### src/rtl/tcc_pkg.sv
// Shared types and constants of the text console cursor engine.
// Holds the command codes, the character codes and the controller/datapath interface structs.
// No dependencies.
package tcc_pkg;

    // Item command codes.
    localparam logic [1:0] CMD_PUT   = 2'd0;
    localparam logic [1:0] CMD_CLEAR = 2'd1;
    localparam logic [1:0] CMD_READ  = 2'd2;

    // Control characters and the fill character.
    localparam logic [7:0] CH_BS    = 8'h08;
    localparam logic [7:0] CH_TAB   = 8'h09;
    localparam logic [7:0] CH_LF    = 8'h0A;
    localparam logic [7:0] CH_CR    = 8'h0D;
    localparam logic [7:0] CH_BLANK = 8'h20;

    // Attribute after reset.
    localparam logic [7:0] COLOR_RESET = 8'h0F;

    // Cursor update requests.
    typedef enum logic [2:0] {
        CUR_HOLD,
        CUR_ADVANCE,
        CUR_NEWLINE,
        CUR_CR,
        CUR_BACK,
        CUR_HOME
    } t_cur_op;

    // Screen memory write requests.
    typedef enum logic [2:0] {
        WR_NONE,
        WR_CURSOR_CHAR,
        WR_CURSOR_BLANK,
        WR_CLEAR,
        WR_BLANK_ROW
    } t_wr_op;

    // Screen memory read requests.
    typedef enum logic [1:0] {
        RD_NONE,
        RD_CELL,
        RD_COPY
    } t_rd_op;

    // Sweep counter requests.
    typedef enum logic [1:0] {
        SW_HOLD,
        SW_ORIGIN,
        SW_ROW1,
        SW_STEP
    } t_sw_op;

    typedef struct packed {
        logic    load_in;
        t_cur_op cur_op;
        t_wr_op  wr_op;
        t_rd_op  rd_op;
        t_sw_op  sw_op;
        logic    out_load;
        logic    out_cell;
    } t_dp_cmd;

    typedef struct packed {
        logic [1:0] cmd;
        logic       is_lf;
        logic       is_cr;
        logic       is_tab;
        logic       is_bs;
        logic       rd_in_range;
        logic       col_last;
        logic       row_last;
        logic       tab_stop;
        logic       sw_end;
        logic       sw_col_last;
    } t_dp_stat;

endpackage

### src/rtl/tcc_ctrl.sv
// Controller of the text console cursor engine: sequences each item and owns the handshakes.
// Depends on tcc_pkg; drives tcc_dp through command and status structs.
module tcc_ctrl (
    input  logic              i_clk,
    input  logic              i_rst_n,
    input  logic              i_in_valid,
    output logic              o_in_ready,
    output logic              o_out_valid,
    input  logic              i_out_ready,
    input  tcc_pkg::t_dp_stat i_stat,
    output tcc_pkg::t_dp_cmd  o_cmd
);

    typedef enum logic [2:0] {
        ST_IDLE,
        ST_DECODE,
        ST_TAB,
        ST_CLEAR,
        ST_COPY,
        ST_DRAIN,
        ST_BLANK,
        ST_FINISH
    } t_state;

    t_state r_state, n_state;
    logic   r_out_valid, n_out_valid;
    logic   r_is_read, n_is_read;

    always_comb begin
        n_state     = r_state;
        n_out_valid = r_out_valid && !i_out_ready;
        n_is_read   = r_is_read;
        o_in_ready  = 1'b0;
        o_cmd.load_in  = 1'b0;
        o_cmd.cur_op   = tcc_pkg::CUR_HOLD;
        o_cmd.wr_op    = tcc_pkg::WR_NONE;
        o_cmd.rd_op    = tcc_pkg::RD_NONE;
        o_cmd.sw_op    = tcc_pkg::SW_HOLD;
        o_cmd.out_load = 1'b0;
        o_cmd.out_cell = r_is_read;

        case (r_state)
            ST_IDLE: begin
                o_in_ready = 1'b1;
                if (i_in_valid) begin
                    o_cmd.load_in = 1'b1;
                    n_state       = ST_DECODE;
                end
            end
            ST_DECODE: begin
                n_is_read = 1'b0;
                n_state   = ST_FINISH;
                case (i_stat.cmd)
                    tcc_pkg::CMD_PUT: begin
                        if (i_stat.is_lf) begin
                            o_cmd.cur_op = tcc_pkg::CUR_NEWLINE;
                            if (i_stat.row_last) begin
                                o_cmd.sw_op = tcc_pkg::SW_ROW1;
                                n_state     = ST_COPY;
                            end
                        end else if (i_stat.is_cr) begin
                            o_cmd.cur_op = tcc_pkg::CUR_CR;
                        end else if (i_stat.is_tab) begin
                            n_state = ST_TAB;
                        end else if (i_stat.is_bs) begin
                            o_cmd.cur_op = tcc_pkg::CUR_BACK;
                        end else begin
                            o_cmd.wr_op  = tcc_pkg::WR_CURSOR_CHAR;
                            o_cmd.cur_op = tcc_pkg::CUR_ADVANCE;
                            if (i_stat.col_last && i_stat.row_last) begin
                                o_cmd.sw_op = tcc_pkg::SW_ROW1;
                                n_state     = ST_COPY;
                            end
                        end
                    end
                    tcc_pkg::CMD_CLEAR: begin
                        o_cmd.sw_op = tcc_pkg::SW_ORIGIN;
                        n_state     = ST_CLEAR;
                    end
                    tcc_pkg::CMD_READ: begin
                        if (i_stat.rd_in_range) begin
                            o_cmd.rd_op = tcc_pkg::RD_CELL;
                            n_is_read   = 1'b1;
                        end
                    end
                    default: begin
                    end
                endcase
            end
            ST_TAB: begin
                o_cmd.wr_op  = tcc_pkg::WR_CURSOR_BLANK;
                o_cmd.cur_op = tcc_pkg::CUR_ADVANCE;
                if (i_stat.col_last) begin
                    if (i_stat.row_last) begin
                        o_cmd.sw_op = tcc_pkg::SW_ROW1;
                        n_state     = ST_COPY;
                    end else begin
                        n_state = ST_FINISH;
                    end
                end else if (i_stat.tab_stop) begin
                    n_state = ST_FINISH;
                end
            end
            ST_CLEAR: begin
                o_cmd.wr_op = tcc_pkg::WR_CLEAR;
                o_cmd.sw_op = tcc_pkg::SW_STEP;
                if (i_stat.sw_end) begin
                    o_cmd.cur_op = tcc_pkg::CUR_HOME;
                    n_state      = ST_FINISH;
                end
            end
            ST_COPY: begin
                o_cmd.rd_op = tcc_pkg::RD_COPY;
                o_cmd.sw_op = tcc_pkg::SW_STEP;
                if (i_stat.sw_end) begin
                    n_state = ST_DRAIN;
                end
            end
            ST_DRAIN: begin
                // The last copied cell is written back in this cycle.
                o_cmd.sw_op = tcc_pkg::SW_ORIGIN;
                n_state     = ST_BLANK;
            end
            ST_BLANK: begin
                o_cmd.wr_op = tcc_pkg::WR_BLANK_ROW;
                o_cmd.sw_op = tcc_pkg::SW_STEP;
                if (i_stat.sw_col_last) begin
                    n_state = ST_FINISH;
                end
            end
            ST_FINISH: begin
                if (!r_out_valid || i_out_ready) begin
                    o_cmd.out_load = 1'b1;
                    n_out_valid    = 1'b1;
                    n_state        = ST_IDLE;
                end
            end
            default: begin
                n_state = ST_IDLE;
            end
        endcase
    end

    always_ff @(posedge i_clk) begin
        if (!i_rst_n) begin
            r_state     <= ST_IDLE;
            r_out_valid <= 1'b0;
            r_is_read   <= 1'b0;
        end else begin
            r_state     <= n_state;
            r_out_valid <= n_out_valid;
            r_is_read   <= n_is_read;
        end
    end

    assign o_out_valid = r_out_valid;

endmodule

### config.mk
export PLATFORM = sky130hd
export DESIGN_NAME = tcc_ctrl
export DESIGN_NICKNAME = d
export VERILOG_FILES = /design/src/rtl/tcc_pkg.sv /design/src/rtl/tcc_ctrl.sv
export SDC_FILE = /design/constraint.sdc
export NUM_CORES = 1
export LEC_CHECK = 0
export ABC_AREA = 1
export BUFFER_PORTS_ARGS = -buffer_cell sky130_fd_sc_hd__buf_2
export CORE_ASPECT_RATIO = 0.9
export CORE_MARGIN = 2
export CORE_UTILIZATION = 40
export CTS_BUF_LIST = sky130_fd_sc_hd__clkbuf_16
export DETAILED_ROUTE_END_ITERATION = 12
export PLACE_DENSITY = 0.84
export SYNTH_ARGS = -nofsm -noshare
export SYNTH_HDL_FRONTEND = slang
export SYNTH_SLANG_ARGS = --single-unit
### constraint.sdc
create_clock -name i_clk -period 1.3 [get_ports i_clk]
set_clock_uncertainty 0.1 [all_clocks]
set_input_delay 0.26 -clock i_clk [delete_from_list [all_inputs] [get_ports i_clk]]
set_output_delay 0.26 -clock i_clk [all_outputs]
set_load 0.02 [all_outputs]
==> results of run 1 <==
-- metrics by stage --
stage / cell area [sq um] / setup TNS (ns) / setup WS, ns
floorplan: 696 / -0.112 / -0.0507
global placement: 1050 / -1.22 / -0.188
detailed placement: 1050 / -1.63 / -0.257
CTS: 1270 / -3.38 / -0.357
-- cells by family after synthesis --
| kind of cell | after synthesis | share of synthesized area |
|---|---|---|
| and+or+nand+nor | 76 | 0.567 |
| buffers and inverters | 22 | 0.155 |
| AOI/OAI and AO/OA | 12 | 0.117 |
| DFF | 5 | 0.161 |
-- timing repair --
| action | CTS |
|---|---|
| resized for setup | 41 |
| hold endpoints to repair | 0 |
| pin swaps | 7 |
| endpoints found under the setup margin | 16 |
| setup buffers | 3 |
==> metrics.csv, run 1 <==
stage,metric,value,unit
cts,cts.htree.levels,1,
synth,synth_area_leaders,"nand2_1, dfxtp_1, nand3_1, inv_1, nor2_1",
synth,syn_inst,115,
floorplanning,die_w,45.6,um
cts,cts.sinks,5,
run_status,error,[ERROR DPL-0033] detailed placement checks failed during check placement.,
synth,synth-edff-count,0,
synth,netlist.area_leader.share,0.169,
synth,syn_area,622,sq um
cts,root_buffer,clkbuf_16,
synth,yosysSeqAreaShare,0.161,
synth,synthArstFlopShare,0,
synth,netlist-cell-type-count,21,
cts,cts_inserted_buffers,3,
synth,yosys_warnings,0,
place,hpwlAfterDp,1840,um
synth,synth_nets,131,
floorplanning,start_util,0.430,
place,globalplace.congestion,0.935,
cts,ctsHoldBuffers,0,
floorplanning,num_rows,13,
global_routing,grt_antenna_before_repair,0,
global_routing,grt_start_max_net_pins,7,
sta,worst_endpoint,o_cmd[3],
floorplanning,die_h,41.4,um
run_status,lastStage,global routing (5_1_grt),
place,io_buffer_count,30,
synth,netlist_top_cells_count,"nand2_1, inv_1, nand3_1, nor2_1, nor2_2",
floorplanning,ioPinCount,31,
synth,synth_most_common_cell,nand2_1,
synth,ys_ff_latch,5,
place,place_inst,184,
run_status,status,aborted with a tool error,
synth,synth_flop_cell,dfxtp_1,
cts,cts_buffer_depth,2,
synth,synth_area_leader_cell,nand2_1,
sta,worst-ep-kind,output port,
synth,avgSynthCellArea,5.41,sq um
==> inputs of run 2 (changes only) <==
- CORE_AREA: unset -> 2 2 63 65
- CORE_ASPECT_RATIO: 0.9 -> unset
- CORE_MARGIN: 2 -> unset
- CORE_UTILIZATION: 40 -> unset
- CTS_BUF_LIST: sky130_fd_sc_hd__clkbuf_16 -> unset
- DIE_AREA: unset -> 0 0 65 67
- PLACE_DENSITY: 0.84 -> unset
- PLACE_DENSITY_LB_ADDON: unset -> 0.15
- clock period: 1.3 -> 1.7 ns (I/O delays scaled with it)
==> run 2 against run 1 <==
The flow now finishes, with violations (negative setup slack). Area after synthesis did not move. Synthesized cell count did not move.
==> metrics.csv, run 2 <==
stage,metric,value,unit,change
run_status,status,"complete, but fails checks",,
run_status,violations,negative setup slack,,
sta,hold_slack,0.261,ns,
sta,fin_crit,1.75,ns,
worst_setup_path,crit_type,in2out,,
floorplanning,ioPinCount,31,,unchanged
synth,ys_ff_latch,5,,unchanged
synth,synth-edff-count,0,,unchanged
global_routing,grt_start_max_net_pins,8,,
synth,synthAdderAreaFrac,0,,unchanged
worst_setup_path,cp.required,1.26,ns,
route,drt_pass1_iterations,4,,
synth,synth_nets,131,,unchanged
power_and_ir_drop,peakVddDrop,0.000607,V,
sta,slew_headroom,0.842,,
sta,rsz0062_at_grt,yes,,
global_routing,grt_antenna_before_repair,0,,
global_routing,grt_usage,0.115,,
route,drc,0,,
layout,drive_above_1_share,0.570,,
worst_setup_path,worst-path-max-fanout,4,,
place,io_buffer_count,30,,unchanged
sta,finalHoldViolCount,0,,
synth,synthArstFlopShare,0,,unchanged
route,wl_per_cell,10.8,um,
synth,netlist-cell-type-count,21,,unchanged
layout,fin_area,1260,sq um,
synth,synth_compound_area_frac,0.117,,unchanged
layout,syn_to_final_growth,102,%,
sta,worst_slew_pin_slew,0.236,ns,
synth,yosys_warnings,0,,unchanged
layout,diodes,0,,
layout,final_common_cell,buf_4,,
worst_setup_path,start_kind,primary input,,
layout,largest_reg_flops,3,,
layout,final-instance-count-excl-fill,227,,
route,drt_wl_total,2450,um,
place,dpl_cell_area,923,sq um,-12%
power_and_ir_drop,p_leak,0.000701,uW,
floorplanning,die_h,67,um,+62%
worst_setup_path,arrival,1.31,ns,
power_and_ir_drop,p_total,1740,uW,
route,vias_per_cell,4.27,,
cts,root_buffer,clkbuf_8,,
cts,clk_latency,0.22,ns,
power_and_ir_drop,pwr_density_cell,1390,nW/um^2,
route,via_count,969,,
cts,cts_inserted_buffers,3,,unchanged
sta,setup_viol,3,,
route,drt_iter0_markers,52,,
floorplanning,start_util,0.172,,-0.257
cts,cts.htree.levels,1,,unchanged
synth,syn_area,622,sq um,unchanged
synth,synth_mux_area_frac,0,,unchanged
sta,setup_ws,-0.0475,ns,
global_routing,grt_pass1_wl,3860,um,
synth,netlist_top_cells_count,"nand2_1, inv_1, nand3_1, nor2_1, nor2_2",,
cts,ctsHoldBuffers,0,,unchanged
synth,yosys.area_share.simple,0.567,,unchanged
synth,synth_area_leader_cell,nand2_1,,
route,antenna_left,0,,
layout,layout_common_cells,"buf_4, nand2_1, buf_2",,
layout,largest-register,r_state,,
synth,synth_most_common_cell,nand2_1,,
synth,netlist.area_leader.share,0.169,,unchanged
sta,timing.final.crit_share,1.03,,
synth,synth_area_leaders,"nand2_1, dfxtp_1, nand3_1, inv_1, nor2_1",,
place,globalplace.congestion,0.756,,-19%
synth,avgSynthCellArea,5.41,sq um,unchanged
worst_setup_path,end_kind,output pin,,
place,hpwlAfterDp,1790,um,-2.8%
layout,finalNetCount,196,,
synth,synth_top_family_by_area,simple AND/OR/NAND/NOR gates,,
synth,synth-xor-area-share,0,,unchanged
sta,slew_violations,0,,
global_routing,grt_remaining_overflow,0,,
synth,yosysSeqAreaShare,0.161,,unchanged
sta,timing.fmax,0.572,GHz,
flow_run,maxCapViolations,0,,
global_routing,grt_pass1_vias,926,,
min_path,hp-class,in2reg,,
cts,cts.sinks,5,,unchanged
cts,clk_pin_slew,0.04,ns,
floorplanning,die_w,65,um,+43%
synth,synth_flop_cell,dfxtp_1,,
floorplanning,num_rows,22,,+9
floorplanning,dieArea,4360,sq um,
cts,cts_tree,yes,,
cts,cts_buffer_depth,2,,unchanged
synth,syn_inst,115,,unchanged
floorplanning,coreArea,3610,sq um,
place,place_inst,205,,+11%
run 2: cell counts after synthesis:
No cell type changed its count.
run 2: layer usage:
| metal | track usage | routed length, um | share of wire |
|---|---|---|---|
| met1 | 0.126 | 1060 | 0.43 |
| met2 | 0.207 | 1220 | 0.50 |
| met3 | 0.0321 | 137 | 0.056 |
| met4 | 0.0479 | 31 | 0.013 |
| met5 | 0 | 0 | 0 |
run 2: stage by stage:
stage	worst slack, ns	setup TNS (ns)	util
detailed placement	-0.0307	-0.0551	0.256
global placement	-0.0359	-0.0359	0.256
finish	-0.0475	-0.0998	0.349
CTS	-0.0720	-0.216	0.321
floorplan	0.0551	0	-
global route	-0.139	-0.578	0.349
run 2: cells by family after synthesis:
| family | after synthesis |
|---|---|
| buffers and inverters | 22 |
| AND/OR/NAND/NOR | 76 |
| AO/OA/AOI/OAI | 12 |
| flip-flops | 5 |
run 2: path summary, 6_finish.rpt:
kind,startpoint,endpoint,slack (ns),depth (start not counted)
min,i_rst_n,o_out_valid$_SDFF_PN0_,0.26,2
max reg2reg,r_state[1]$_SDFFE_PN0P_,r_is_read$_SDFFE_PN0P_,0.10,10
min reg2reg,r_is_read$_SDFFE_PN0P_,r_is_read$_SDFFE_PN0P_,0.36,2
max,i_stat[11],o_cmd[3],-0.05,10
run 2: layout make-up:
type	instances	area, sq um
Timing Repair Buffer	62	443
Multi-Input combinational cell	88	510
Sequential cell	5	111
Tap cell	48	60.1
Fill cell	411	2350
Inverter	20	87.6
Clock buffer	4	45.0
run 2: critical path, cell delays in order:
cell and delay [ns]:
buf_2 0.11, inv_1 0.07, nand2_2 0.09, inv_2 0.07, buf_4 0.11, nand3_1 0.09
o21ai_1 0.12, a21oi_2 0.07, o21ai_1 0.07, buf_4 0.16
run 2: what timing repair did:
action / 4_1_cts / 5_1_grt
buffers inserted: 16 / 3
endpoints found under the setup margin: 10 / 11
pin swaps: 6 / 8
resized for setup: 29 / 24
run 2: power breakdown:
part	switching, uW	internal [uW]
Combinational	697	578
Clock	60.4	161
Sequential	76.5	171
(Power assumes the default switching activity.)
